$ cat src/rtl/deq_pkg.sv
`timescale 1ns / 1ps
// shared constants, request and status codes, and types for the deque core
// no dependencies

package deq_pkg;

  localparam int DEPTH      = 64;
  localparam int DATA_WIDTH = 32;
  localparam int ADDR_W     = $clog2(DEPTH);
  localparam int CNT_W      = $clog2(DEPTH + 1);

  // request codes
  localparam logic [2:0] REQ_PUSH_FRONT = 3'd0;
  localparam logic [2:0] REQ_PUSH_BACK  = 3'd1;
  localparam logic [2:0] REQ_POP_FRONT  = 3'd2;
  localparam logic [2:0] REQ_POP_BACK   = 3'd3;
  localparam logic [2:0] REQ_LIST       = 3'd4;

  // status codes
  localparam logic [1:0] STAT_OK         = 2'd0;
  localparam logic [1:0] STAT_OVERFLOW   = 2'd1;
  localparam logic [1:0] STAT_UNDERFLOW  = 2'd2;
  localparam logic [1:0] STAT_EMPTY_LIST = 2'd3;

  typedef struct packed {
    logic [2:0]            op;
    logic [DATA_WIDTH-1:0] value;
  } cmd_t;

  typedef struct packed {
    logic [CNT_W-1:0] count;
    logic             listing;
    logic             cmd_take;
  } back_stat_t;

endpackage

$ cat src/rtl/deq_front.sv
`timescale 1ns / 1ps
// request intake: drops unknown request codes and queues the rest for the back end
// depends on deq_pkg

module deq_front import deq_pkg::*; (
  input  logic                  clk,
  input  logic                  rst,
  input  logic                  req_valid,
  output logic                  req_stall,
  input  logic [2:0]            req_type,
  input  logic [DATA_WIDTH-1:0] value_in,
  output logic                  cmd_valid,
  output cmd_t                  cmd,
  input  logic                  cmd_take
);

  localparam int FIFO_DEPTH = 2;
  localparam int FIFO_AW    = $clog2(FIFO_DEPTH);

  cmd_t               fifo [FIFO_DEPTH];
  logic [FIFO_AW-1:0] wr_ptr;
  logic [FIFO_AW-1:0] rd_ptr;
  logic [FIFO_AW:0]   fill;
  logic               known;
  logic               push;
  logic               pop;

  assign req_stall = (fill == (FIFO_AW + 1)'(FIFO_DEPTH));
  assign known     = (req_type == REQ_PUSH_FRONT) || (req_type == REQ_PUSH_BACK) ||
                     (req_type == REQ_POP_FRONT) || (req_type == REQ_POP_BACK) ||
                     (req_type == REQ_LIST);
  // unknown codes are accepted and dropped without a response
  assign push      = req_valid && !req_stall && known;
  assign pop       = cmd_take && cmd_valid;
  assign cmd_valid = (fill != '0);
  assign cmd       = fifo[rd_ptr];

  always_ff @(posedge clk) begin
    if (push) begin
      fifo[wr_ptr] <= '{op: req_type, value: value_in};
    end
  end

  always_ff @(posedge clk) begin
    if (rst) begin
      wr_ptr <= '0;
      rd_ptr <= '0;
      fill   <= '0;
    end else begin
      if (push) begin
        wr_ptr <= wr_ptr + 1'b1;
      end
      if (pop) begin
        rd_ptr <= rd_ptr + 1'b1;
      end
      unique case ({push, pop})
        2'b10:   fill <= fill + 1'b1;
        2'b01:   fill <= fill - 1'b1;
        default: fill <= fill;
      endcase
    end
  end

endmodule

$ cat src/rtl/deq_back.sv
`timescale 1ns / 1ps
// execution side: ring buffer store, front pointer, element count, list walker
// and the response register; depends on deq_pkg

module deq_back import deq_pkg::*; (
  input  logic                  clk,
  input  logic                  rst,
  input  logic                  cmd_valid,
  input  cmd_t                  cmd,
  output logic                  cmd_take,
  output logic                  rsp_valid,
  input  logic                  rsp_stall,
  output logic [1:0]            status,
  output logic [DATA_WIDTH-1:0] value_out,
  output logic                  last,
  output back_stat_t            stat
);

  localparam logic [1:0] S_IDLE = 2'd0;
  localparam logic [1:0] S_READ = 2'd1;
  localparam logic [1:0] S_EMIT = 2'd2;

  logic [DATA_WIDTH-1:0] mem [DEPTH];
  logic [DATA_WIDTH-1:0] rdata;
  logic [ADDR_W-1:0]     rd_addr;

  logic [1:0]        state;
  logic [ADDR_W-1:0] front;
  logic [CNT_W-1:0]  count;
  logic [CNT_W-1:0]  idx;

  logic              out_free;
  logic              full;
  logic              empty;
  logic              list_last;
  logic [ADDR_W-1:0] front_dec;
  logic [ADDR_W-1:0] back_slot;

  // a + b modulo DEPTH, with a below DEPTH and b at most DEPTH
  function automatic logic [ADDR_W-1:0] wrap_add(logic [ADDR_W-1:0] a, logic [CNT_W-1:0] b);
    logic [CNT_W:0] s;
    s = (CNT_W + 1)'(a) + (CNT_W + 1)'(b);
    if (s >= (CNT_W + 1)'(DEPTH)) begin
      s = s - (CNT_W + 1)'(DEPTH);
    end
    return s[ADDR_W-1:0];
  endfunction

  assign out_free  = !rsp_valid || !rsp_stall;
  assign full      = (count == CNT_W'(DEPTH));
  assign empty     = (count == '0);
  assign front_dec = (front == '0) ? ADDR_W'(DEPTH - 1) : front - 1'b1;
  assign back_slot = wrap_add(front, count);
  assign rd_addr   = wrap_add(front, idx);
  assign list_last = ((idx + 1'b1) == count);
  assign cmd_take  = (state == S_IDLE) && cmd_valid && out_free;

  assign stat = '{count: count, listing: (state != S_IDLE), cmd_take: cmd_take};

  // store write on push, registered read for the list walker
  always_ff @(posedge clk) begin
    if (cmd_take && !full) begin
      if (cmd.op == REQ_PUSH_FRONT) begin
        mem[front_dec] <= cmd.value;
      end else if (cmd.op == REQ_PUSH_BACK) begin
        mem[back_slot] <= cmd.value;
      end
    end
    rdata <= mem[rd_addr];
  end

  always_ff @(posedge clk) begin
    if (rst) begin
      state     <= S_IDLE;
      front     <= '0;
      count     <= '0;
      idx       <= '0;
      rsp_valid <= 1'b0;
    end else begin
      unique case (state)
        S_IDLE: begin
          if (cmd_take) begin
            value_out <= '0;
            last      <= 1'b1;
            unique case (cmd.op)
              REQ_PUSH_FRONT: begin
                rsp_valid <= 1'b1;
                if (full) begin
                  status <= STAT_OVERFLOW;
                end else begin
                  status <= STAT_OK;
                  front  <= front_dec;
                  count  <= count + 1'b1;
                end
              end
              REQ_PUSH_BACK: begin
                rsp_valid <= 1'b1;
                if (full) begin
                  status <= STAT_OVERFLOW;
                end else begin
                  status <= STAT_OK;
                  count  <= count + 1'b1;
                end
              end
              REQ_POP_FRONT: begin
                rsp_valid <= 1'b1;
                if (empty) begin
                  status <= STAT_UNDERFLOW;
                end else begin
                  status <= STAT_OK;
                  front  <= wrap_add(front, CNT_W'(1));
                  count  <= count - 1'b1;
                end
              end
              REQ_POP_BACK: begin
                rsp_valid <= 1'b1;
                if (empty) begin
                  status <= STAT_UNDERFLOW;
                end else begin
                  status <= STAT_OK;
                  count  <= count - 1'b1;
                end
              end
              default: begin
                // list request: walk the store unless it is empty
                if (empty) begin
                  rsp_valid <= 1'b1;
                  status    <= STAT_EMPTY_LIST;
                end else begin
                  rsp_valid <= 1'b0;
                  idx       <= '0;
                  state     <= S_READ;
                end
              end
            endcase
          end else if (out_free) begin
            rsp_valid <= 1'b0;
          end
        end
        S_READ: begin
          if (out_free) begin
            rsp_valid <= 1'b0;
          end
          state <= S_EMIT;
        end
        S_EMIT: begin
          if (out_free) begin
            rsp_valid <= 1'b1;
            status    <= STAT_OK;
            value_out <= rdata;
            last      <= list_last;
            idx       <= idx + 1'b1;
            state     <= list_last ? S_IDLE : S_READ;
          end
        end
        default: begin
          if (out_free) begin
            rsp_valid <= 1'b0;
          end
          state <= S_IDLE;
        end
      endcase
    end
  end

endmodule

$ cat src/rtl/double_ended_queue_core.sv
`timescale 1ns / 1ps
// bounded deque of unsigned 32-bit values on a ring buffer; depends on deq_pkg, deq_front, deq_back
// path: a push or pop request is queued in the intake FIFO, taken by the back end, and its response is registered
// throughput: one push or pop per cycle unless a list walk or rsp_stall holds it; a list
//   walk steps S_READ, S_EMIT per element: registered store read, single response register
// reset: synchronous, clears pointers, count, queue and response valid; store contents stay

module double_ended_queue_core import deq_pkg::*; (
  input  logic                  clk,
  input  logic                  rst,
  input  logic                  req_valid,
  output logic                  req_stall,
  input  logic [2:0]            req_type,
  input  logic [DATA_WIDTH-1:0] value_in,
  output logic                  rsp_valid,
  input  logic                  rsp_stall,
  output logic [1:0]            status,
  output logic [DATA_WIDTH-1:0] value_out,
  output logic                  last
);

  logic       cmd_valid;
  cmd_t       cmd;
  logic       cmd_take;
  back_stat_t stat;

  deq_front u_front (
    .clk       (clk),
    .rst       (rst),
    .req_valid (req_valid),
    .req_stall (req_stall),
    .req_type  (req_type),
    .value_in  (value_in),
    .cmd_valid (cmd_valid),
    .cmd       (cmd),
    .cmd_take  (cmd_take)
  );

  deq_back u_back (
    .clk       (clk),
    .rst       (rst),
    .cmd_valid (cmd_valid),
    .cmd       (cmd),
    .cmd_take  (cmd_take),
    .rsp_valid (rsp_valid),
    .rsp_stall (rsp_stall),
    .status    (status),
    .value_out (value_out),
    .last      (last),
    .stat      (stat)
  );

`ifndef SYNTH
  a_count_bound: assert property (@(posedge clk) disable iff (rst)
    stat.count <= CNT_W'(DEPTH))
    else $error("element count above depth");

  a_no_take_while_listing: assert property (@(posedge clk) disable iff (rst)
    stat.listing |-> !stat.cmd_take)
    else $error("request taken during list walk");

  a_count_step: assert property (@(posedge clk) disable iff (rst)
    !$past(rst) |-> (stat.count == $past(stat.count) ||
                     stat.count == $past(stat.count) + 1'b1 ||
                     stat.count == $past(stat.count) - 1'b1))
    else $error("element count moved by more than one");
`endif

endmodule
$ cat config.mk
export PLATFORM = sky130hd
export DESIGN_NAME = double_ended_queue_core
export DESIGN_NICKNAME = d
export VERILOG_FILES = /design/src/rtl/deq_pkg.sv /design/src/rtl/deq_front.sv /design/src/rtl/deq_back.sv /design/src/rtl/double_ended_queue_core.sv
export SDC_FILE = /design/constraint.sdc
export NUM_CORES = 2
export LEC_CHECK = 0
export ABC_AREA = 1
export BUFFER_PORTS_ARGS = -buffer_cell sky130_fd_sc_hd__buf_2
export CAP_MARGIN = 20
export CORE_MARGIN = 1.5
export CORE_UTILIZATION = 45
export CTS_BUF_LIST = sky130_fd_sc_hd__clkbuf_16
export DETAILED_ROUTE_END_ITERATION = 8
export HOLD_SLACK_MARGIN = 0.02
export PLACE_DENSITY = 0.56
export SLEW_MARGIN = 20
export SYNTH_ARGS = -nofsm -noshare
export SYNTH_HDL_FRONTEND = slang
export SYNTH_SLANG_ARGS = --single-unit
$ cat constraint.sdc
create_clock -name clk -period 4.1 [get_ports clk]
set_clock_uncertainty 0.2 [all_clocks]
set_input_delay 0.82 -clock clk [delete_from_list [all_inputs] [get_ports clk]]
set_output_delay 0.82 -clock clk [all_outputs]
set_load 0.05 [all_outputs]
## Yosys cells after proc, flatten, opt, wreduce, memory -nomap -nowiden

Memories as Yosys holds them, arrays and structs flattened. A register that Yosys moved wholly into a read port is not among the register bits.
Index checks and enable logic that the tools add are counted.

- Register bits after elaboration: 62
- Logic and storage cells: 144
- Memory bits (writable): 2,118
- Memories kept: 2
- Output and inout bits: 37
- Input port bits: 39

- Order comparisons: 3
- Eq/ne operators: 23
- Reduce and logical (&&, ||, !) cells: 35
- Add/subtract/negate cells: 14
- Mux-type cells: 55
- Bitwise gates (word level): 1

Memory list:

| name | depth | bits a word | rd ports | clocked after memory_dff | write ports | line | source |
|---|---|---|---|---|---|---|---|
| u_back.mem | 64 | 32 | 1 | 1 | 1 | deq_back.sv:23 | `logic [DATA_WIDTH-1:0] mem [DEPTH];` |
| u_front.fifo | 2 | 35 | 1 | 1 | 1 | deq_front.sv:20 | `cmd_t fifo [FIFO_DEPTH];` |

Operators with widths:

| cell | count |
|---|---|
| 32-bit two-way mux | 3 |
| 32-bit case mux with 2 select lines | 1 |
| 6-bit two-way mux | 7 |
| 7-bit two-way mux | 6 |
| 32-bit OR reduction | 1 |
| 7-bit case mux with 2 select lines | 2 |
| 6-bit by 1-bit subtractor with 6-bit output, second input constant | 4 |
| 1-bit two-way mux | 21 |
| 5-bit AND reduction | 4 |
| 6-bit by 7-bit adder with 8-bit output | 2 |
| 8-bit by 7-bit >= comparator with 1-bit output, second input constant | 2 |
| 2-bit two-way mux | 8 |
| 7-bit by 1-bit adder with 7-bit output, second input constant | 2 |
| 3-bit by 2-bit equality test with 1-bit output, second input constant | 4 |
| 2-bit inequality test, second input constant | 6 |
| 2-bit case mux with 2 select lines | 3 |
| 6-bit case mux with 2 select lines | 1 |
| 2-bit nonzero test | 5 |
| 4-bit AND reduction | 2 |
| 6-bit by 1-bit adder with 7-bit output, second input constant | 1 |
| 7-bit equality test | 1 |
| 7-bit equality test, second input constant | 1 |
| 7-bit >= comparator, second input constant | 1 |
| 7-bit zero test | 1 |
| other kinds (21) | 42 |

## Depth between registers and ports, before layout

- Word-level depth: 8
- Mapped depth: 16
- Mapped depth without buffers: 13

## Hierarchy

A second synthesis with hierarchy kept.

- Cell total of the unflattened synthesis: 9,494
- Area, all modules: 95,918.2 um^2

Modules (own cells, without submodules):

| module | times used | area each (um^2) | cells each | sequential area each (um^2) |
|---|---|---|---|---|
| deq_back | 1 | 92,986.7 | 9,348 | 63,651.0 |
| deq_front | 1 | 2,931.6 | 146 | 2,202.1 |

## Worst setup path after synthesis

Ideal clock, no wire load.

- Path kind: input-to-reg
- From: input port rsp_stall
- To: memory u_back.mem[42][0] (enable)
- Path slack: 230 ps
- Path buffers: 1
- Cell stages on the path: 10
- Data required time: 3,479 ps
- Setup time: 421 ps
- Data arrival time: 3,249 ps
- Cell sequence: nand2_1 -> nand3_1 -> nor2_4 -> nand2_4 -> buf_6 -> nand2_1 -> nand2_2 -> nor2_8 -> nand2_4 -> nor2_1

- Longest elaborated chain between the ends: 8
- Elaborated cells on any way between the ends: 11
- Those cells by class: 6 x mux; 5 x reduce/logical

Ends and longest elaborated chain:

| what | line | source |
|---|---|---|
| from (decl) | double_ended_queue_core.sv:16 | `input logic rsp_stall,` |
| 1-bit zero test (*) | deq_back.sv:49 | `assign out_free = !rsp_valid \|\| !rsp_stall;` |
| 1-bit logical OR (*) | deq_back.sv:49 |  |
| 1-bit logical AND (*) | deq_back.sv:56 | `assign cmd_take = (state == S_IDLE) && cmd_valid && out_free;` |
| 1-bit logical AND (*) | deq_back.sv:62 | `if (cmd_take && !full) begin` |
| 1-bit two-way mux | deq_back.sv:62 |  |
| 1-bit two-way mux (not written as such) | deq_back.sv:66 | `mem[back_slot] <= cmd.value;` |
| 32-bit OR reduction (no line) | -- |  |
| 6-bit two-way mux (no line) / 1-bit two-way mux (equally long branches) | -- |  |
| to (decl) | deq_back.sv:23 |  |

Mark *: on every way between the ends. The rest lies on a longest branch, timed or not.

## Worst setup path after layout

- From: register u_back.idx[0]
- To: register u_back.rdata[21] (read register of u_back.mem)

- Longest elaborated chain between the ends: 3
- Elaborated cells on any way between the ends: 4
- Those cells by class: 2 x add/sub; 1 x order compare; 1 x mux

Ends and longest elaborated chain:

| what | line | source |
|---|---|---|
| from (decl) | deq_back.sv:30 | `logic [CNT_W-1:0] idx;` |
| from (signal assigned) | deq_back.sv:152 | `idx <= idx + 1'b1;` |
| 6-bit by 7-bit adder with 8-bit output (*) | deq_back.sv:42 | `s = (CNT_W + 1)'(a) + (CNT_W + 1)'(b);` |
| 8-bit by 7-bit >= comparator with 1-bit output / 6-bit by 1-bit subtractor with 6-bit output (equally long branches) | deq_back.sv:43, deq_back.sv:44 |  |
| 6-bit two-way mux (*) | deq_back.sv:43 | `if (s >= (CNT_W + 1)'(DEPTH)) begin` |
| to (decl) | deq_back.sv:24 | `logic [DATA_WIDTH-1:0] rdata;` |

Marked as above.
A chain may end at the register's enable or synchronous reset.

==> results.json <==
{
  "yosysTopAreaCell": "edfxtp_1",
  "min_period_ns": 3.996,
  "clock_latency_ns": 0.90,
  "synth_edf_count": 2153,
  "slew_headroom_pct": 26.26,
  "cpPeakStageDelay_ns": 0.84,
  "max_cap_viol_count": 0,
  "clkTransAtPathRegs_ns": 0.06,
  "crit_arrival_ns": 4.64,
  "finalHoldViolations": 0,
  "cts.sinks": 2213,
  "drc": 0,
  "cts_tree": "built",
  "cts-buffers-inserted": 227,
  "place.gp.congestion": 0.8790,
  "ir_drop_mv": 0.7689,
  "placed_cell_area_um2": 101500,
  "cts_hold_buffers": 37,
  "fin_setup_tns_ns": 0,
  "cts_setup_buffers": 0,
  "cp_slowest_cell": "fa_4",
  "status": "complete, no violations",
  "crit_path_frequent_cell": "nand2_1",
  "fin_nets": 9770,
  "setup_viol": 0,
  "grt_start_max_net_pins": 167,
  "post-place-ws_ns": 0.2513,
  "dr.pass1.iters": 5,
  "vias_per_cell": 5.187,
  "fin_area_um2": 109000,
  "ys.flop_type": "edfxtp_1",
  "finalWorstSetupSlack_ns": 0.1042,
  "totalPowerFinal_mw": 89.68,
  "synth_nets": 9644,
  "power_density_nw_per_um2": 822.9,
  "die_w_um": 464.6,
  "drt_iter0_markers": 7428,
  "finalCritPeriodShare_pct": 97.46,
  "required_ns": 4.75,
  "slew_viol_final": 0,
  "coreArea_um2": 211900,
  "path_cells": "ha_4, fa_4, buf_12, buf_12, o21ai_0, o21ai_0, nand2_1, nand2_1, nand2_1, nand3_1, nand3_1, nand2_1",
  "ys_ff_latch": 2213,
  "endpoint_kind": "flop",
  "worst_pin_slew_ns": 1.106,
  "antenna_found_initial": 15,
  "clk_path_buf_depth": 3,
  "critPathMaxFanout": 95,
  "hold_path.class": "input port to flop",
  "dp_hpwl_um": 168200,
  "syn_area_um2": 95880,
  "antenna_left": 0,
  "layout_common_cells": "nand2_1 (4142), edfxtp_1 (2153), inv_1 (1323), nand3_1 (798), nor2_1 (247)",
  "avgSynthCellArea_um2": 10.01,
  "ios": 76,
  "syn2layout_area_growth_pct": 13.66,
  "rows": 169,
  "initial_core_util_pct": 45.26,
  "final_common_cell": "nand2_1",
  "yosysWarnings": 0,
  "grt_pass1_wl_um": 426700,
  "drive_above_1_share_pct": 7.886,
  "max_freq_mhz": 250.3,
  "async_flop_share_pct": 0,
  "grt.total_usage_pct": 26.99,
  "fp.dieH_um": 464.6,
  "grt_pass1_vias": 62470,
  "routedWlPerCell_um": 23.06,
  "syn_inst": 9582,
  "startpoint_type": "flop",
  "yosys.area.top_type_share_pct": 67.43,
  "portBuffers": 75,
  "routed_wl_um": 293600,
  "ys_types": 40,
  "cts_resized": 0,
  "yosysSeqAreaShare_pct": 68.68,
  "cellLeakagePower_nw": 46.50,
  "synth_area_leaders": "edfxtp_1 (67%), nand2_1 (16%), inv_1 (4.9%)",
  "ctsHtreeMaxLevel": 4,
  "vias": 66040,
  "worstSetupPathType": "flop to flop",
  "grt_overflow": 0,
  "cts-root-buf": "clkbuf_16",
  "fp.dieArea_um2": 215900,
  "rsz0062_at_grt": "no"
}
final timing paths:
kind | slack [ns] | end | from | depth (start not counted)
worst max register to register | 0.10 | u_back.rdata[21] | u_back.idx[0] | 12
worst min-delay path | 0.16 | u_front.wr_ptr | req_valid | 5
worst min register to register | 0.26 | u_front.rd_ptr | u_front.rd_ptr | 1
worst max-delay path | 0.10 | u_back.rdata[21] | u_back.idx[0] | 12
where the power goes:
group | switching [mW] | internal [mW] | leakage [nW]
Combinational | 31.3 | 10.1 | 22.9
Clock | 8.81 | 11.0 | 3.72
Sequential | 0.518 | 28.0 | 19.9
Total | 40.6 | 49.0 | 46.5
synthesized netlist by cell type, types with 22 or more instances:
| library cell | instances |
|---|---|
| clkbuf_1 | 149 |
| buf_4 | 22 |
| inv_1 | 1261 |
| nand2_1 | 4176 |
| o21ai_1 | 75 |
| nand3_1 | 798 |
| buf_2 | 241 |
| dfxtp_1 | 60 |
| o21ai_0 | 144 |
| edfxtp_1 | 2153 |
| nor2_1 | 314 |
| a21oi_1 | 24 |
| buf_1 | 46 |
registers in the layout, indices dropped and copies added (netlist names), named ones only:
| register | count |
|---|---|
| u_back.mem | 2048 |
| u_front.fifo | 70 |
| u_back.rdata | 32 |
| u_back.value_out | 32 |
| u_back.count | 7 |
| u_back.idx | 7 |
| u_back.front | 6 |
| u_back.state | 2 |
| u_back.status | 2 |
| u_front.fill | 2 |
| u_back.last | 1 |
| u_back.rsp_valid | 1 |
| u_front.rd_ptr | 1 |
| u_front.wr_ptr | 1 |
worst max-delay path: cells and delay by family, from the launching register on:
| family | cells | cell delay [ns] |
|---|---|---|
| buffers and inverters | 2 | 0.63 |
| AOI/OAI and AO/OA | 2 | 0.48 |
| adders and majority gates | 2 | 1.05 |
| DFF | 1 | 0.40 |
| and+or+nand+nor | 6 | 0.88 |
area by class of cell:
type	count	area [um2]
Sequential cell	2213	65850
Antenna cell	6	15.01
Timing Repair Buffer	357	3886
Inverter	1269	4788
Clock inverter	196	1341
Fill cell	18760	102900
Clock buffer	229	5731
Multi-Input combinational cell	5640	23840
Tap cell	2821	3530
per-stage QoR:
| stage | cells | utilization [%] | hold WS (ns) |
|---|---|---|---|
| final | 12730 | 51.44 | 0.1602 |
| after global routing | 12730 | 51.43 | 0.2276 |
| after CTS | 12730 | 51.43 | 0.1105 |
| after detailed placement | 12260 | 47.92 | 0.2494 |
| after global placement | 12260 | 47.92 | 0.2338 |
| after floorplan | 9582 | - | 0.2255 |
routing by layer:
metal	GRT usage [%]	vias up	share of wire, %
met4	10.94	4	4.1
met3	4.550	425	8.2
li1	-	30890	-
met5	0	-	0.0092
met1	38.36	32170	43
met2	41.21	2550	45
cell families (layout without fill, tap and decap cells):
group	after synthesis	in the layout	synth area share, %
AND/OR/NAND/NOR	5343	5343	22.26
flip-flops	2213	2213	68.68
buffers and inverters	1729	2051	7.185
AO/OA/AOI/OAI	251	251	1.339
adder cells (fa/ha/maj)	23	23	0.3236
XOR/XNOR	23	23	0.2179
other	0	6	0
No activity file was read; power rests on OpenSTA's default activity.
